[src/rtl/assert_macros.svh]
// shared assertion macros, clocked on clk and held off while rst_n is low
`ifndef ASSERT_MACROS_SVH
`define ASSERT_MACROS_SVH

// plain invariant
`define ILPM_ASSERT(lbl, prop, msg) \
  lbl: assert property (@(posedge clk) disable iff (!rst_n) (prop)) else $error(msg);

// same-cycle implication
`define ILPM_ASSERT_IMPL(lbl, ante, cons, msg) \
  lbl: assert property (@(posedge clk) disable iff (!rst_n) (ante) |-> (cons)) else $error(msg);

// next-cycle implication
`define ILPM_ASSERT_NEXT(lbl, ante, cons, msg) \
  lbl: assert property (@(posedge clk) disable iff (!rst_n) (ante) |=> (cons)) else $error(msg);

`endif

[src/rtl/ilpm_ram.sv]
module ilpm_ram #(
  parameter int WIDTH = 8,
  parameter int DEPTH = 16
) (
  input  logic                     clk,
  input  logic                     we,
  input  logic [$clog2(DEPTH)-1:0] waddr,
  input  logic [WIDTH-1:0]         wdata,
  input  logic                     re,
  input  logic [$clog2(DEPTH)-1:0] raddr,
  output logic [WIDTH-1:0]         rdata
);

  logic [WIDTH-1:0] mem_r [DEPTH];

  always_ff @(posedge clk) begin
    if (we) begin
      mem_r[waddr] <= wdata;
    end
    if (re) begin
      rdata <= mem_r[raddr];
    end
  end

endmodule

[config.mk]
export PLATFORM = sky130hd
export DESIGN_NAME = ilpm_ram
export DESIGN_NICKNAME = d
export VERILOG_FILES = /design/src/rtl/assert_macros.svh /design/src/rtl/ilpm_ram.sv
export SDC_FILE = /design/constraint.sdc
export NUM_CORES = 1
export LEC_CHECK = 0
export ABC_CLOCK_PERIOD_IN_PS = 2200
export BUFFER_PORTS_ARGS = -buffer_cell sky130_fd_sc_hd__buf_4
export CAP_MARGIN = 20
export CORE_MARGIN = 2
export CORE_UTILIZATION = 35
export DETAILED_ROUTE_END_ITERATION = 8
export PLACE_DENSITY = 0.47
export SLEW_MARGIN = 20
export SYNTH_ARGS = -nofsm -noshare
export SYNTH_HDL_FRONTEND = slang
export SYNTH_SLANG_ARGS = --single-unit
[constraint.sdc]
create_clock -name clk -period 2.2 [get_ports clk]
set_clock_uncertainty 0.1 [all_clocks]
set_input_delay 0.22 -clock clk [delete_from_list [all_inputs] [get_ports clk]]
set_output_delay 0.22 -clock clk [all_outputs]
set_load 0.1 [all_outputs]
; Yosys cells after proc, flatten, opt, wreduce, memory -nomap -nowiden
; Memory sizes are Yosys's and may differ from the RTL's. A register that Yosys moved wholly into a read port is not among the register bits.
; Cells that the tools add are included.
[totals]
inputBits = 19
mem_count = 1
latchBits = 0
regBits = 0
rom_bits = 0
out_inout_bits = 8
elab_cells = 3
ramBits = 128
[mem_list]
columns = name, words, width, read_ports, rd_ports_with_merged_regs, wr, line_no
row1 = mem_r, 16, 8, 1, 1, 1, ilpm_ram.sv:14  ; logic [WIDTH-1:0] mem_r [DEPTH];
[op_classes]
n_div = 0
n_bitwise = 0
reduce_logical = 0
shift = 0
n_eq_ne = 0
mul = 0
magnitude_cmp = 0
mux = 2
n_addsub = 0
[op_table]
columns = operator, n
row1 = $mux 1, 2

; Depth between registers and ports, before layout
; Gate-level depths: netlist of the first run.
[logic_depth]
word_depth = 2
depth_mapped = 5

; Worst setup path after synthesis of the first run
; OpenSTA, ideal clock, no wires.
[synth_timing]
path_kind = input-to-reg
from = input waddr[2]
to = memory mem_r[0][0], enable pin
required_ns = 1.717
path_slack_ns = 0.387
t_arrival_ns = 1.330
cell_stages = 2
setup_ns = 0.383
cell_sequence = or3b_2 > nor3_1
[synth_rtl]
columns = item, line_no
row1 = from (decl), ilpm_ram.sv:7  ; input logic [$clog2(DEPTH)-1:0] waddr,
row2 = to (decl), ilpm_ram.sv:14
; Straight into the memory's write port.

==> qor.log, run 1 <==
INFO  outcome        outcome=complete, no violations
INFO  cells_and_area layout-area-overhead-vs-synth=19.4%
INFO  critical_path  critPathCaptureType=flip-flop
INFO  yosys          synth_fa_ha_area_share=0%
INFO  pwr            leakagePower=2.09nW
INFO  pwr            design_power_total=0.00578W
INFO  cells_and_area ff_latch_area=4080um2
INFO  yosys          synth_simple_gate_area_share=3.14%
INFO  critical_path  start_kind=flip-flop
INFO  routing        wl_per_cell=21.2um
INFO  clock_network  worst_setup_hold_path_clk_slew=50ps
INFO  yosys          post_synth_instance_area=5230um2
INFO  routing        firstDrtPassIters=4
INFO  placement      hpwl=6650um
INFO  cells_and_area most_frequent_standard_cell_in_the_layout_excluding_fill_and_tap_cells=sky130_fd_sc_hd__edfxtp_1
INFO  pwr            power_density=926nW/um2
INFO  yosys          yosys.area_share.xor_xnor=0%
INFO  placement      number_of_buffers_inserted_by_port_buffering=26
INFO  sta            timing.slew.headroom=70.4%
INFO  routing        route.detailed.drc=0
INFO  worst_hold_path hold_path.startpoint=wdata[0]
INFO  sta            totalNegativeSetupSlack=0ps
INFO  critical_path  rrSetupSlack=580ps
INFO  critical_path  ff2ff_path_depth=3
INFO  clock_network  cts.sink_count=136
INFO  worst_hold_path timing.hold.worst_path_depth=1
INFO  clock_network  clkLatencyLatePin=420ps
INFO  die            design.core.area=14600um2
INFO  clock_network  h-tree-depth=4
INFO  critical_path  cp.arrival=1660ps
INFO  sta            finalHoldWorstSlack=12.9ps
INFO  cells_and_area post-route-util=42.8%
INFO  sta            rsz0062_at_grt=no
INFO  worst_hold_path class_of_the_tightest_hold_or_removal_check=in2reg
INFO  placement      globalplace.congestion=0.682
INFO  critical_path  cp_cell_sequence=mux4_1 -> a22oi_1 -> nand2_1
INFO  sta            period_needed=1620ps
INFO  clock_network  clockRootBuffer=sky130_fd_sc_hd__clkbuf_16
INFO  clock_network  clock_path_buffers=2
INFO  clock_network  cts_tree=yes
INFO  cells_and_area multi_input_area=1060um2
INFO  clock_network  cts_inserted_buffers=17
INFO  critical_path  path_max_fanout=1
INFO  clock_network  holdBufCountCts=0
INFO  die            placement_rows=44
INFO  critical_path  worst-endpoint-required=2240ps
INFO  cells_and_area antenna-diode-count=0
INFO  sta            fmaxAchievable=619MHz
INFO  cells_and_area final.fill_count=1272
INFO  global_route   grt_overflow=0
INFO  yosys          synth-seq-area-share=78.1%
INFO  cells_and_area nNetsFinal=304
INFO  critical_path  r2r_end=rdata[0]$_DFFE_PP_
INFO  job            drv_cap=0
INFO  routing        antenna_violating_nets_post_route=0
INFO  clock_network  number_of_cells_upsized_or_downsized_after_cts=0
INFO  cells_and_area post_route_cells_drive_above_1_share=29.0%
INFO  yosys          synth_cell_types=18
INFO  routing        routed_via_density=5.00
INFO  yosys          synthesis.instances=229
INFO  critical_path  critical-path-slowest-cell=sky130_fd_sc_hd__mux4_1
INFO  global_route   grt_start_max_net_pins=29
INFO  critical_path  critPathMaxStageDelay=500ps
INFO  sta            timing_max_transition_violations_final=0
INFO  sta            final_min_period_over_clock_period=73.4%
INFO  global_route   grt_pass1_wl=15600um
INFO  critical_path  regToRegStartpoint=mem_r[1][0]$_DFFE_PP_
INFO  worst_hold_path min_delay_worst_endpoint=mem_r[8][0]$_DFFE_PP_
INFO  routing        via_count=2406
INFO  cells_and_area final_cell_mix=sky130_fd_sc_hd__edfxtp_1, sky130_fd_sc_hd__buf_4, sky130_fd_sc_hd__mux4_2
INFO  global_route   antenna_violations_before_repair=0
INFO  yosys          post_synth.cell_area_avg=22.8um2
INFO  sta            report.final.setup_viol=0
INFO  routing        detail_route.iter0.violations=205
INFO  clock_network  cts_setup_buffers=0
INFO  sta            max_slew.worst_pin.slew=444ps
INFO  yosys          post_synth_mux_area_share=14.8%
INFO  yosys          synth.net_count=248
INFO  die            die_h=126um
INFO  critical_path  criticalPathCategory=reg2reg
INFO  yosys          synth.yosys.warnings=0
INFO  global_route   track_usage=14.0%
INFO  yosys          combinational_family_with_the_most_area_after_synthesis=multiplexers
INFO  die            initial_utilization=35.8%
INFO  yosys          synth_compound_area_share=2.30%
INFO  routing        wirelength=10200um
INFO  yosys          synth-seq-cells=136
INFO  die            fp.dieArea=15900um2
INFO  die            ports=27
INFO  global_route   via_count_of_the_first_global_routing_pass=2562
INFO  die            width_of_the_chip=126um
INFO  pwr            ir_worst_vdd=600uV
INFO  sta            hold_viol=0
==> through the flow <==
step / worst slack [ps] / cell area (um2) / cells
6_report: 585 / 6240 / 481
5_1_grt: 503 / 6240 / 481
3_5_place_dp: 255 / 5740 / 450
2_1_floorplan: 387 / 5230 / 229
4_1_cts: 553 / 6240 / 481
3_3_place_gp: 289 / 5740 / 450
==> logic make-up after synthesis <==
group | after synthesis
mux | 32
buf+inv | 10
compound gates | 16
flops | 136
simple gates | 35
==> worst max path at each step <==
stage | from | endpoint | cells after the start
CTS | mem_r[1][0]$_DFFE_PP_ | rdata[0]$_DFFE_PP_ | 3
global placement | raddr[0] | rdata[6]$_DFFE_PP_ | 5
global route | mem_r[1][0]$_DFFE_PP_ | rdata[0]$_DFFE_PP_ | 3
finish | mem_r[1][0]$_DFFE_PP_ | rdata[0]$_DFFE_PP_ | 3
detailed placement | raddr[0] | rdata[6]$_DFFE_PP_ | 5
floorplan | waddr[2] | mem_r[0][0]$_DFFE_PP_ | 2
==> area by class of cell <==
class	count	area share, %
sequential	136	65.4
multi-input combinational	83	16.9
clock buffer	25	7.29
timing repair buffer	47	5.85
tap	184	3.69
clock inverter	6	0.822
==> registers in the layout (all words and copies together) (netlist names) <==
register / count
mem_r: 128
rdata: 8
==> report_power, final <==
part / switching [W] / internal (W)
combinational: 0.000243 / 0.000131
sequential: 0.0000150 / 0.00292
clock: 0.000943 / 0.00153
==> critical path, delay by kind of cell (launching register included) <==
family / cells / cell delay, ps
DFF: 1 / 360
and+or+nand+nor: 1 / 150
AOI/OAI and AO/OA: 1 / 230
muxes: 1 / 500
==> routing by layer <==
| layer | vias up | GRT usage [%] | part of all wire, % |
|---|---|---|---|
| met5 | - | 0 | 0 |
| met2 | 59 | 21.2 | 48 |
| met1 | 1239 | 18.8 | 46 |
| li1 | 1093 | - | - |
| met3 | 15 | 4.25 | 4.7 |
| met4 | 0 | 6.21 | 1.6 |
==> synth_stat cells <==
cell                                n  share of area (%)
sky130_fd_sc_hd__clkdlybuf4s25_2    3               0.57
sky130_fd_sc_hd__nor2b_1            1               0.12
sky130_fd_sc_hd__nand3_1            1              0.096
sky130_fd_sc_hd__edfxtp_1         136                 78
sky130_fd_sc_hd__mux4_2            18                7.8
sky130_fd_sc_hd__buf_4              1               0.14
sky130_fd_sc_hd__a22oi_1           16                2.3
sky130_fd_sc_hd__nand2_1            9               0.65
sky130_fd_sc_hd__buf_2              3               0.29
sky130_fd_sc_hd__or3b_2             1               0.17
sky130_fd_sc_hd__nor2_1            13               0.93
sky130_fd_sc_hd__nor3_1             4               0.38
sky130_fd_sc_hd__nand3b_1           2               0.29
sky130_fd_sc_hd__nand2b_1           2               0.24
sky130_fd_sc_hd__mux4_1            14                7.0
sky130_fd_sc_hd__and2b_1            1               0.14
sky130_fd_sc_hd__buf_6              3               0.65
sky130_fd_sc_hd__and2_1             1               0.12
No activity file was read; power rests on OpenSTA's default activity.
==> inputs of run 2 (changes only) <==
ABC_CLOCK_PERIOD_IN_PS = 1400   (was 2200)
PLACE_DENSITY = 0.49   (was 0.47)
clock period = 1.4 ns   (was 2.2 ns; I/O delays follow)
==> run 2 against run 1 <==
  * The run now ends with negative setup slack left
  * Power is 54% higher
  * Core utilization is 1.2 points higher
  * Setup slack worse by 670 ps
  * Register-to-register slack worse by 670 ps
  * Critical path type unchanged
  * Critical endpoint is now rdata[6]$_DFFE_PP_
  * Highest routed layer unchanged
==> qor.log, run 2 (synthesis gave the netlist of run 1 again) <==
INFO  global_route   antenna_violations_before_repair=0 [unchanged]
INFO  routing        wirelength=10500um [was 10200 um]
INFO  sta            fmaxAchievable=671MHz [was 619 MHz]
INFO  critical_path  criticalPathCategory=reg2reg [unchanged]
INFO  critical_path  path_max_fanout=1 [unchanged]
INFO  sta            hold_viol=0 [unchanged]
INFO  worst_hold_path min_delay_worst_endpoint=mem_r[0][4]$_DFFE_PP_ [was mem_r[8][0]$_DFFE_PP_]
INFO  critical_path  cp.arrival=1530ps [was 1660 ps]
INFO  critical_path  rrSetupSlack=-90ps [was 580 ps]
INFO  routing        drt-met1-wl=4890um [was 4700 um]
INFO  die            ports=27 [unchanged]
INFO  clock_network  cts_inserted_buffers=17 [unchanged]
INFO  routing        via_count=2432 [was 2406]
INFO  cells_and_area final-instance-count-excl-fill=492 [was 481]
INFO  critical_path  worst-endpoint-required=1440ps [was 2240 ps]
INFO  critical_path  critPathCaptureType=flip-flop [unchanged]
INFO  cells_and_area largest_register=mem_r [unchanged]
INFO  outcome        outcome=finished, violations left [was complete, no violations]
INFO  clock_network  h-tree-depth=4 [unchanged]
INFO  critical_path  ff2ff_path_depth=3 [unchanged]
INFO  routing        route.detailed.drc=0 [unchanged]
INFO  global_route   grt_overflow=0 [unchanged]
INFO  critical_path  start_kind=flip-flop [unchanged]
INFO  routing        firstDrtPassIters=6 [was 4]
INFO  clock_network  clock_path_buffers=2 [unchanged]
INFO  clock_network  clkLatencyLatePin=400ps [was 420 ps]
INFO  clock_network  clockRootBuffer=sky130_fd_sc_hd__clkbuf_16 [unchanged]
INFO  pwr            design_power_total=0.00888W [was 0.00578 W]
INFO  cells_and_area post_route_cells_drive_above_1_share=38.6% [was 29.0%]
INFO  die            placement_rows=44 [unchanged]
INFO  critical_path  critPathLaunch=mem_r[0][6]$_DFFE_PP_ [was mem_r[1][0]$_DFFE_PP_]
INFO  pwr            power_density=1380nW/um2 [was 926 nW/um2]
INFO  worst_hold_path hold_path.startpoint=waddr[1] [was wdata[0]]
INFO  sta            totalNegativeSetupSlack=-564ps [was 0 ps]
INFO  global_route   track_usage=14.3% [was 14.0%]
INFO  cells_and_area antenna-diode-count=0 [unchanged]
INFO  sta            report.final.setup_viol=8 [was 0]
INFO  die            design.core.area=14600um2 [unchanged]
INFO  die            initial_utilization=35.8% [unchanged]
INFO  sta            timing.slew.headroom=34.0% [was 70.4%]
INFO  critical_path  r2r_end=rdata[6]$_DFFE_PP_ [was rdata[0]$_DFFE_PP_]
INFO  worst_hold_path class_of_the_tightest_hold_or_removal_check=in2reg [unchanged]
INFO  die            fp.dieArea=15900um2 [unchanged]
INFO  outcome        violations_in_the_final_reports=negative setup slack
INFO  routing        routed_via_density=4.94 [was 5.00]
INFO  placement      number_of_buffers_inserted_by_port_buffering=26 [unchanged]
INFO  cells_and_area reg_top3=mem_r x128, rdata x8 [unchanged]
INFO  cells_and_area nNetsFinal=319 [was 304]
INFO  clock_network  cts.sink_count=136 [unchanged]
INFO  pwr            ir_worst_vdd=850uV [was 600 uV]
INFO  global_route   grt_pass1_wl=16200um [was 15600 um]
INFO  sta            final_min_period_over_clock_period=106% [was 73.4%]
INFO  clock_network  cts_tree=yes [unchanged]
INFO  placement      hpwl=6760um [was 6650 um]
INFO  sta            timing_max_transition_violations_final=0 [unchanged]
INFO  routing        wl_per_cell=21.3um [was 21.2 um]
INFO  pwr            leakagePower=2.11nW [was 2.09 nW]
INFO  routing        antenna_violating_nets_post_route=0 [unchanged]
INFO  sta            setup_slack=-90.2ps [was 585 ps]
INFO  die            width_of_the_chip=126um [unchanged]
INFO  worst_hold_path timing.hold.worst_path_depth=3 [was 1]
INFO  global_route   grt_start_max_net_pins=17 [was 29]
INFO  job            drv_cap=0 [unchanged]
INFO  cells_and_area layout-area-overhead-vs-synth=22.7% [was 19.4%]
INFO  cells_and_area final_cell_mix=sky130_fd_sc_hd__edfxtp_1, sky130_fd_sc_hd__buf_4, sky130_fd_sc_hd__mux4_2 [unchanged]
INFO  placement      pre_cts_ws=-345ps [was 255 ps]
INFO  placement      placedCellCount=456 [was 450]
INFO  routing        topRoutingLayerUsed=met4 [unchanged]
INFO  routing        met3_wirelength=394um [was 483 um]
INFO  die            die_h=126um [unchanged]
INFO  cells_and_area most_frequent_standard_cell_in_the_layout_excluding_fill_and_tap_cells=sky130_fd_sc_hd__edfxtp_1 [unchanged]
INFO  sta            period_needed=1490ps [was 1620 ps]
INFO  placement      globalplace.congestion=0.716 [was 0.682]
INFO  critical_path  regToRegStartpoint=mem_r[0][6]$_DFFE_PP_ [was mem_r[1][0]$_DFFE_PP_]
INFO  sta            max_slew.worst_pin.slew=987ps [was 444 ps]
INFO  global_route   via_count_of_the_first_global_routing_pass=2574 [was 2562]
INFO  cells_and_area largest_register_ffs=128 [unchanged]
INFO  routing        detail_route.iter0.violations=212 [was 205]
INFO  routing        wl_met2=5140um [was 4850 um]
INFO  clock_network  worst_setup_hold_path_clk_slew=50ps [about the same]
INFO  sta            finalHoldWorstSlack=175ps [was 12.9 ps]
INFO  sta            rsz0062_at_grt=yes [was no]
==> run 2: cell types whose count changed in the layout (fill, tap and decap cells not counted), sizes merged <==
cell         previous run  this run
clkinv                  5         8
bufinv                  1         0
clkinvlp                0         1
buf                    47        53
clkbuf                 25        18
dlygate4sd3             0         9
==> run 2: cell type report <==
cell class	instances	area, um2
clock buffer	18	429
multi-input combinational	83	1070
sequential	136	4080
fill	1241	8170
timing repair buffer	62	563
tap	184	230
clock inverter	9	40.0
==> run 2: worst max path at each step <==
stage,endpoint,slack [ps]
2_1_floorplan,mem_r[3][0]$_DFFE_PP_,-110
3_3_place_gp,rdata[0]$_DFFE_PP_,-360
3_5_place_dp,rdata[0]$_DFFE_PP_,-340
4_1_cts,rdata[6]$_DFFE_PP_,-110
5_1_grt,rdata[1]$_DFFE_PP_,-170
6_report,rdata[6]$_DFFE_PP_,-90
==> run 2: stage by stage <==
stage / cell area (um2) / util (%)
floorplan: 5230 / -
global placement: 5810 / 39.8
detailed placement: 5810 / 39.8
CTS: 6400 / 43.8
global route: 6420 / 44.0
finish: 6420 / 44.0
==> run 2: timing repair <==
item,CTS,global route
buffers inserted,0,0
gates cloned,0,0
hold endpoints to repair,136,0
hold buffers,9,0
pin swaps,5,4
setup endpoints to repair,8,8
gates resized for setup,7,4
==> run 2: power breakdown <==
part           internal, W  leakage (nW)  switching, W
clock network      0.00216         0.228       0.00143
logic             0.000266         0.648      0.000404
registers          0.00459          1.24     0.0000266
==> run 2: layer usage <==
metal	up-vias	GRT usage (%)
li1	1105	-
met1	1269	20.2
met2	54	21.7
met3	4	3.87
met4	0	4.85
met5	-	0
==> run 2: critical path: stages, from the launching register on <==
cell                       delay (ps)
sky130_fd_sc_hd__edfxtp_1         370
sky130_fd_sc_hd__mux4_2           470
sky130_fd_sc_hd__a22oi_2          200
sky130_fd_sc_hd__nand2_1           90
