**config.mk**
```make
export PLATFORM = sky130hd
export DESIGN_NAME = ilpm_ctrl
export DESIGN_NICKNAME = d
export VERILOG_FILES = /design/src/rtl/ilpm_pkg.sv /design/src/rtl/ilpm_ctrl.sv
export VERILOG_INCLUDE_DIRS = /design/src /design/src/rtl
export SDC_FILE = /design/constraint.sdc
export NUM_CORES = 1
export LEC_CHECK = 0
export ABC_AREA = 1
export BUFFER_PORTS_ARGS = -buffer_cell sky130_fd_sc_hd__buf_2
export CAP_MARGIN = 30
export CORE_ASPECT_RATIO = 0.8
export CORE_MARGIN = 2
export CORE_UTILIZATION = 53
export DETAILED_ROUTE_END_ITERATION = 10
export PLACE_DENSITY = 0.78
export SKIP_LAST_GASP = 1
export SYNTH_ARGS = -nofsm -noshare
export SYNTH_HDL_FRONTEND = slang
export SYNTH_SLANG_ARGS = --single-unit
```
**constraint.sdc**
```tcl
create_clock -name clk -period 30.2 [get_ports clk]
set_input_delay 6.04 -clock clk [delete_from_list [all_inputs] [get_ports clk]]
set_output_delay 6.04 -clock clk [all_outputs]
set_load 0.02 [all_outputs]
```
**src/rtl/assert_macros.svh**
```systemverilog
// shared assertion macros, clocked on clk and held off while rst_n is low
`ifndef ASSERT_MACROS_SVH
`define ASSERT_MACROS_SVH

// plain invariant
`define ILPM_ASSERT(lbl, prop, msg) \
  lbl: assert property (@(posedge clk) disable iff (!rst_n) (prop)) else $error(msg);

// same-cycle implication
`define ILPM_ASSERT_IMPL(lbl, ante, cons, msg) \
  lbl: assert property (@(posedge clk) disable iff (!rst_n) (ante) |-> (cons)) else $error(msg);

// next-cycle implication
`define ILPM_ASSERT_NEXT(lbl, ante, cons, msg) \
  lbl: assert property (@(posedge clk) disable iff (!rst_n) (ante) |=> (cons)) else $error(msg);

`endif

```
**src/rtl/ilpm_pkg.sv**
```systemverilog
package ilpm_pkg;

  localparam int NODE_COUNT = 1024;
  localparam int IDX_W      = $clog2(NODE_COUNT);
  localparam int USED_W     = $clog2(NODE_COUNT + 1);

  localparam logic [31:0] HOP_NONE = 32'hffff_ffff;

  localparam logic REQ_ADD = 1'b0;
  localparam logic REQ_FWD = 1'b1;

  localparam logic [2:0] VERDICT_LOCAL       = 3'd0;
  localparam logic [2:0] VERDICT_FORWARDED   = 3'd1;
  localparam logic [2:0] VERDICT_TTL_EXPIRED = 3'd2;
  localparam logic [2:0] VERDICT_NO_ROUTE    = 3'd3;
  localparam logic [2:0] VERDICT_ADDED       = 3'd4;
  localparam logic [2:0] VERDICT_FULL        = 3'd5;

  typedef struct packed {
    logic        req_type;
    logic [31:0] prefix;
    logic [5:0]  prefix_len;
    logic [31:0] route_next_hop;
    logic [31:0] hdr_word0;
    logic [31:0] hdr_word1;
    logic [31:0] hdr_word2;
    logic [31:0] hdr_word3;
    logic [31:0] hdr_word4;
  } ilpm_req_t;

  typedef struct packed {
    logic [2:0]  verdict;
    logic [31:0] next_hop;
    logic [31:0] new_word2;
  } ilpm_resp_t;

  // one trie node: route flag, next hop, right and left child (0 = none)
  typedef struct packed {
    logic             valid;
    logic [31:0]      hop;
    logic [IDX_W-1:0] kid1;
    logic [IDX_W-1:0] kid0;
  } ilpm_node_t;

  localparam int NODE_W = $bits(ilpm_node_t);

  // node store access from the walker
  typedef struct packed {
    logic             we;
    logic [IDX_W-1:0] waddr;
    ilpm_node_t       wdata;
    logic             re;
    logic [IDX_W-1:0] raddr;
  } ilpm_mem_cmd_t;

  function automatic logic [IDX_W-1:0] kid_of(ilpm_node_t n, logic b);
    return b ? n.kid1 : n.kid0;
  endfunction

  function automatic ilpm_node_t with_kid(ilpm_node_t n, logic b, logic [IDX_W-1:0] k);
    ilpm_node_t r;
    r = n;
    if (b) begin
      r.kid1 = k;
    end else begin
      r.kid0 = k;
    end
    return r;
  endfunction

endpackage

```
**src/rtl/ilpm_ctrl.sv**
```systemverilog
`include "assert_macros.svh"

module ilpm_ctrl (
  input  logic                  clk,
  input  logic                  rst_n,
  input  logic                  in_valid,
  output logic                  in_ready,
  input  ilpm_pkg::ilpm_req_t   in_req,
  input  logic [31:0]           local_addr,
  output logic                  res_valid,
  input  logic                  res_ready,
  output ilpm_pkg::ilpm_resp_t  res,
  output ilpm_pkg::ilpm_mem_cmd_t mem_cmd,
  input  ilpm_pkg::ilpm_node_t  mem_rdata
);

  import ilpm_pkg::*;

  typedef enum logic [3:0] {
    S_IDLE, S_WALK, S_LINK, S_GROW, S_SETHOP, S_SUM1, S_SUM2, S_FOLD, S_RESP
  } state_t;

  state_t           state_r, state_nxt;
  ilpm_req_t        req_r, req_nxt;
  logic [31:0]      bits_r, bits_nxt;
  logic [5:0]       depth_r, depth_nxt;
  logic [5:0]       lim_r, lim_nxt;
  logic [5:0]       rem_r, rem_nxt;
  logic             at_root_r, at_root_nxt;
  logic [IDX_W-1:0] cur_idx_r, cur_idx_nxt;
  ilpm_node_t       node_r, node_nxt;
  ilpm_node_t       root_r, root_nxt;
  logic [31:0]      best_r, best_nxt;
  logic             found_r, found_nxt;
  logic [USED_W-1:0] used_r, used_nxt;
  logic [19:0]      sum_r, sum_nxt;
  ilpm_resp_t       res_r, res_nxt;

  ilpm_node_t       node_cur;
  logic [IDX_W-1:0] kid;
  logic [5:0]       missing;
  logic [USED_W:0]  need;
  logic             found_all;
  logic [7:0]       ttl;
  logic [31:0]      nw2;
  logic [16:0]      fold1;
  logic [15:0]      fold2;
  logic [IDX_W-1:0] new_idx;
  ilpm_node_t       leaf;
  ilpm_node_t       hop_node;

  assign in_ready  = (state_r == S_IDLE);
  assign res_valid = (state_r == S_RESP);
  assign res       = res_r;

  always_comb begin
    node_cur  = at_root_r ? root_r : mem_rdata;
    kid       = kid_of(node_cur, bits_r[31]);
    missing   = lim_r - depth_r;
    need      = {{(USED_W + 1 - 6){1'b0}}, missing} + {1'b0, used_r};
    found_all = found_r | node_cur.valid;
    ttl       = req_r.hdr_word2[31:24];
    nw2       = {ttl - 8'd1, req_r.hdr_word2[23:16], 16'h0000};
    fold1     = {1'b0, sum_r[15:0]} + {13'd0, sum_r[19:16]};
    fold2     = fold1[15:0] + {15'd0, fold1[16]};
    new_idx   = used_r[IDX_W-1:0];

    leaf       = '0;
    leaf.valid = (req_r.route_next_hop != HOP_NONE);
    leaf.hop   = leaf.valid ? req_r.route_next_hop : 32'h0;

    hop_node       = node_r;
    hop_node.valid = leaf.valid;
    hop_node.hop   = leaf.hop;

    state_nxt   = state_r;
    req_nxt     = req_r;
    bits_nxt    = bits_r;
    depth_nxt   = depth_r;
    lim_nxt     = lim_r;
    rem_nxt     = rem_r;
    at_root_nxt = at_root_r;
    cur_idx_nxt = cur_idx_r;
    node_nxt    = node_r;
    root_nxt    = root_r;
    best_nxt    = best_r;
    found_nxt   = found_r;
    used_nxt    = used_r;
    sum_nxt     = sum_r;
    res_nxt     = res_r;
    mem_cmd     = '0;

    unique case (state_r)
      S_IDLE: begin
        if (in_valid) begin
          req_nxt     = in_req;
          depth_nxt   = '0;
          at_root_nxt = 1'b1;
          cur_idx_nxt = '0;
          found_nxt   = 1'b0;
          best_nxt    = '0;
          res_nxt     = '0;
          if (in_req.req_type == REQ_ADD) begin
            bits_nxt  = in_req.prefix;
            lim_nxt   = (in_req.prefix_len > 6'd32) ? 6'd32 : in_req.prefix_len;
            state_nxt = S_WALK;
          end else if (in_req.hdr_word4 == local_addr) begin
            res_nxt.verdict = VERDICT_LOCAL;
            state_nxt       = S_RESP;
          end else begin
            bits_nxt  = in_req.hdr_word4;
            lim_nxt   = 6'd32;
            state_nxt = S_WALK;
          end
        end
      end

      S_WALK: begin
        if (node_cur.valid) begin
          found_nxt = 1'b1;
          best_nxt  = node_cur.hop;
        end
        if (depth_r == lim_r || kid == '0) begin
          node_nxt = node_cur;
          if (req_r.req_type == REQ_ADD) begin
            rem_nxt = missing;
            if (need > (USED_W + 1)'(NODE_COUNT)) begin
              res_nxt.verdict = VERDICT_FULL;
              state_nxt       = S_RESP;
            end else if (missing == '0) begin
              state_nxt = S_SETHOP;
            end else begin
              state_nxt = S_LINK;
            end
          end else if (!found_all) begin
            res_nxt.verdict = VERDICT_NO_ROUTE;
            state_nxt       = S_RESP;
          end else if (ttl <= 8'd1) begin
            res_nxt.verdict = VERDICT_TTL_EXPIRED;
            state_nxt       = S_RESP;
          end else begin
            state_nxt = S_SUM1;
          end
        end else begin
          // fetch the child; its registered read data steers the next walk step
          mem_cmd.re  = 1'b1;
          mem_cmd.raddr = kid;
          cur_idx_nxt = kid;
          depth_nxt   = depth_r + 6'd1;
          bits_nxt    = {bits_r[30:0], 1'b0};
          at_root_nxt = 1'b0;
        end
      end

      S_LINK: begin
        // hang the first fresh node under the deepest existing one
        if (cur_idx_r == '0) begin
          root_nxt = with_kid(node_r, bits_r[31], new_idx);
        end else begin
          mem_cmd.we    = 1'b1;
          mem_cmd.waddr = cur_idx_r;
          mem_cmd.wdata = with_kid(node_r, bits_r[31], new_idx);
        end
        bits_nxt  = {bits_r[30:0], 1'b0};
        state_nxt = S_GROW;
      end

      S_GROW: begin
        mem_cmd.we    = 1'b1;
        mem_cmd.waddr = new_idx;
        if (rem_r == 6'd1) begin
          mem_cmd.wdata   = leaf;
          res_nxt.verdict = VERDICT_ADDED;
          state_nxt       = S_RESP;
        end else begin
          mem_cmd.wdata = with_kid(ilpm_node_t'('0), bits_r[31], new_idx + IDX_W'(1));
        end
        used_nxt = used_r + USED_W'(1);
        rem_nxt  = rem_r - 6'd1;
        bits_nxt = {bits_r[30:0], 1'b0};
      end

      S_SETHOP: begin
        if (cur_idx_r == '0) begin
          root_nxt = hop_node;
        end else begin
          mem_cmd.we    = 1'b1;
          mem_cmd.waddr = cur_idx_r;
          mem_cmd.wdata = hop_node;
        end
        res_nxt.verdict = VERDICT_ADDED;
        state_nxt       = S_RESP;
      end

      S_SUM1: begin
        sum_nxt = 20'(req_r.hdr_word0[31:16]) + 20'(req_r.hdr_word0[15:0])
                + 20'(req_r.hdr_word1[31:16]) + 20'(req_r.hdr_word1[15:0])
                + 20'(req_r.hdr_word3[31:16]);
        state_nxt = S_SUM2;
      end

      S_SUM2: begin
        sum_nxt = sum_r + 20'(req_r.hdr_word3[15:0]) + 20'(req_r.hdr_word4[31:16])
                + 20'(req_r.hdr_word4[15:0]) + 20'(nw2[31:16]);
        state_nxt = S_FOLD;
      end

      S_FOLD: begin
        res_nxt.verdict   = VERDICT_FORWARDED;
        res_nxt.next_hop  = best_r;
        res_nxt.new_word2 = {nw2[31:16], ~fold2};
        state_nxt         = S_RESP;
      end

      S_RESP: begin
        if (res_ready) begin
          state_nxt = S_IDLE;
        end
      end

      default: begin
        state_nxt = S_IDLE;
      end
    endcase
  end

  always_ff @(posedge clk) begin
    req_r     <= req_nxt;
    bits_r    <= bits_nxt;
    depth_r   <= depth_nxt;
    lim_r     <= lim_nxt;
    rem_r     <= rem_nxt;
    at_root_r <= at_root_nxt;
    cur_idx_r <= cur_idx_nxt;
    node_r    <= node_nxt;
    best_r    <= best_nxt;
    found_r   <= found_nxt;
    sum_r     <= sum_nxt;
    res_r     <= res_nxt;
    if (!rst_n) begin
      state_r <= S_IDLE;
      root_r  <= '0;
      used_r  <= USED_W'(1);
    end else begin
      state_r <= state_nxt;
      root_r  <= root_nxt;
      used_r  <= used_nxt;
    end
  end

  `ILPM_ASSERT(a_used_range, (used_r != '0) && (used_r <= USED_W'(NODE_COUNT)), "node count out of range")
  `ILPM_ASSERT_IMPL(a_root_not_in_ram, mem_cmd.we, mem_cmd.waddr != '0, "root written to node store")
  `ILPM_ASSERT_IMPL(a_grow_has_room, state_r == S_GROW, used_r < USED_W'(NODE_COUNT), "allocation past end of store")

endmodule

```
# Word-level counts from Yosys, hierarchy flattened
# Index checks and enable logic that the tools add are counted.
# W data, S select, Z words.
# totals
ff_bits,495
wordCells,165
out_inout_bits,144
# op_classes
order_cmp,3
n_eq_ne,25
muxes,64
addsub,17
reduce_logical,25
bitwise_logic,2
# op_table
operator,count
$mux W32,7
$mux W53,4
$pmux W64 S3,1
$mux W64,2
$pmux W64 S2,1
$pmux W53 S2,1
$pmux W32 S3,1
$add A20 B16 Y20,4
$mux W10,7
$mux W67,1
$pmux W32 S2,1
$mux W6,7
$mux W4,10
$pmux W20 S2,1
$eq A32 B32 Y1,1
$ne A32 B32 Y1 const B,1
$pmux W4 S8,1
$pmux W6 S2,2
$mux W11,2
$mux W3,7
$add A19 B16 Y20,1
$logic_not A10 Y1,2
$pmux W10 S2,1
$add A18 B16 Y19,1
40 further kinds,69

# Logic depth before layout (Yosys ltp)
# depth
depth_word,7
depth_mapped,24
mapped_depth_nobuf,24

# Worst setup path before layout
# Ideal clock, no wire load.
# synth_path
path_kind,input to register
from,input port in_valid
to,register req_r (netlist bit nw2[16]) (enable)
path_buffers,0
setup_ns,0.717
arrival_time_ns,13.399
path_stages,2
slack_ns,16.084
required_time_ns,29.483
cell_sequence,inv_1 -> nor2_1
# synth_via
elab_chain_len,1
# synth_rtl
element,line,source
"start, declared",ilpm_ctrl.sv:6,"input logic in_valid,"
$reduce_and A2 Y1 (no source line),--,
"end signal, assigned",ilpm_ctrl.sv:228,req_r <= req_nxt;
"end, declared",ilpm_ctrl.sv:24,"ilpm_req_t req_r, req_nxt;"
# No other way between the ends.
# A chain may end at the register's enable or synchronous reset.

==> impl_results.md <==
- Outcome: complete, no violations
- Count leader, synth: nand2_1
- Clk Tree Root Cell: clkbuf_16
- Critical Path RT: 24.16 ns
- Post-route ant nets: 0
- Post-synth EDFFs: 411
- Period utilization: 45.7%
- Die X: 250 um
- Final Max Tran Viols: 0
- CP Max Fanout: 13
- Chip Height: 201 um
- Drt first pass iters: 7
- Worst setup EP type: primary output
- Number of global-route vias before repair: just over 20000
- CTS Buf Count: 50
- Residual DRC: 0
- Iteration-0 DRC Markers: about 1800
- Global-route wire length before repair: 114 mm
- Critical Path, Cell by Cell: buf_2, nand2_1, and2_1, nand2_1, o21ai_2, nand2_1, nor2_1, nand3b_1, nand3_2, nor2_1, buf_2
- Final min period: about 14 ns
- Synth area leader: edfxtp_1
- Hold Path End: used_r[10]
- Hold Crit Class: reg -> reg
- Mapped Avg Cell Area: 9.62 um^2
- Synth Instances: 2667
- CP Class: in -> out
- TNS Setup: 0 ns
- Post-CTS resize count: 0
- Seq/Total Area, Yosys: 53.4%
- Synth top area cells: edfxtp_1 (48%), nand2_1 (7.8%), fa_1 (7.6%)
- Worst skew pair latency: 0.61 ns
- Core Footprint: between 40000 and 50000 um^2
- Fin Hold WS: 0.520 ns
- Filler cells: 3977
- CTS sink cnt: 479
- Via/cell ratio: 5.55
- IO Port Bufs: 447
- Layout Nets: about 3600
- Synth Warn #: 0
- Worst r2r path cells: 20
- Clock tree buffer depth: 3
- Row cnt: 72
- Initial Util: 53.3%
- CTS tree: built
- Global route total overflow: 0
- Crit-path most repeated cell: nand2_1
- Number of hold buffers added after CTS: 0
- Top Ports: 464
- Share of layout cells above drive strength 1: 20.2%
- WL per Instance: 19.5 um
- Slew HR: approximately a third
- H-tree depth: 2
- #FFs+latches synth: 479
- RSZ-0062 raised after global routing: false
- Syn_nets: 3150
- Pin count of the biggest net entering global routing: 76
- Data arrival time of the worst path: 7.77 ns
- Main flop type after synthesis: edfxtp_1
- Worst Hold Launch: used_r[10]
- Max-cap violation count: 0
- DPL Wire Length: about 54 mm
- FF-to-FF Start: req_r[97]
- Hold Violations, Final: 0
- Distinct cells, synth: 48
- Routability Congestion: 0.930
- Worst slew pin tran: 0.991 ns
- Power per cell area: ~120 nW/um^2
- Syn Std Cell Area: 25700 um^2
- CP max stage delay: 0.40 ns
- P&R area growth vs syn: 18.2%
- Clock skew: 0.0191 ns
- Synth cell count leaders: nand2_1 (536), edfxtp_1 (411), inv_1 (380)
- Final setup fails: 0
- Leakage: 13.5 nW
- Max VDD drop: about 0.09 mV
- Area share of the largest cell type after synthesis: between 40% and 50%
- Tot GR Track Use: 29.3%
- # Post-CTS Setup Buffers: 0
- Fraction of registers with async set/reset: 0%
- Fmax: around 0.072 GHz
- Slowest CP cell: nand3_2
- Die area: between 50000 and 60000 um^2
- Reg2reg end: sum_r[13]
- WL final: 73.8 mm
- Reg2reg setup slack: between 20 and 30 ns
- Worst hold path depth: 2
- Detailed-route via count: roughly 21000
- Clock slew at reported path FFs: 0.06 ns
- Crit path launch type: input port
- Initial antenna violation count: 10
==> how the worst max path moves through the flow <==
stage	from	to	slack, ns	cells past startpoint
detailed placement	mem_rdata[6]	mem_cmd[7]	16.50	11
global route	mem_rdata[6]	mem_cmd[7]	16.30	11
global placement	mem_rdata[6]	mem_cmd[6]	16.51	11
finish	mem_rdata[6]	mem_cmd[7]	16.39	11
floorplan	in_valid	nw2[16]	16.08	2
CTS	mem_rdata[6]	mem_cmd[7]	16.49	11
==> cell families (layout without fill, tap and decap cells) <==
group           count (synthesis)  count (layout)  synth area share (%)
fa+ha+maj                     163             163                  10.8
buf+inv                       482             956                  7.25
other cells                     0               9                     0
xor+xnor                       51              51                  1.77
mux                             2               2                0.0829
compound gates                500             500                  10.6
flops                         479             479                  53.4
simple gates                  990             990                  16.1
==> flip-flops by register name (all words and copies together) (netlist names), 20 cells and up <==
register	flops
best_r	32
bits_r	32
hop_node	20
node_r	33
req_r	169
res	67
root_r	53
sum_r	20
==> worst max-delay path: cells and delay by family <==
family                 cells  cell delay [ns]
AND/OR/NAND/NOR            8             1.31
buffers and inverters      2             0.30
AO/OA/AOI/OAI              1             0.11
==> per-layer routing <==
layer	GRT usage, %	vias to the layer above	share of wire, %
li1	-	9765	-
met1	42.7	9960	43
met2	44.2	1081	44
met3	4.51	163	8.9
met4	11.7	6	3.7
met5	0	-	0.073
==> report_power, final <==
group	internal (mW)	switching (mW)	total [mW]
clock	0.364	0.270	0.634
combinational	0.623	1.22	1.84
sequential	0.984	0.0716	1.06
total	1.97	1.56	3.53
==> layout make-up <==
cell class / count / area, um^2 / share of cell area, %
well taps: 629 / 787 / 2.59
repair buffers: 471 / 2490 / 8.22
diodes: 9 / 22.5 / 0.0742
clock buffers: 65 / 1400 / 4.62
multi-input cells: 1706 / 10200 / 33.5
clock inverters: 28 / 283 / 0.932
flip-flops and latches: 479 / 13700 / 45.2
inverters: 392 / 1470 / 4.86
==> stage by stage <==
step           worst slack (ns)  cells  util [%]  cell area (um^2)  power [mW]
6_report                  16.39   3779      63.1             30300        3.53
2_1_floorplan             16.08   2667         -             25700        2.37
3_5_place_dp              16.50   3675      59.4             28600        2.86
3_3_place_gp              16.51   3672      59.3             28500        2.80
5_1_grt                   16.30   3777      63.1             30300        3.81
4_1_cts                   16.49   3768      62.9             30300        3.51
==> placed cells by master (no fill, tap or decap), types with 10 or more instances in the layout <==
master     instances
and2_1            12
a31oi_1           56
xor2_1            35
o211ai_1          21
a21oi_1          165
nand3_1           70
buf_4             19
nor2_1           255
or2_2             39
inv_1            379
o21ai_2           11
xnor2_1           15
nand2_1          534
clkbuf_16         52
edfxtp_1         411
ha_1              66
nor2_2            10
fa_1              97
o22ai_1           12
o21ai_0          214
buf_2            447
clkinv_1          13
nor3_1            17
dfxtp_1           68
nand4_1           27
No activity file was read; power rests on OpenSTA's default activity.
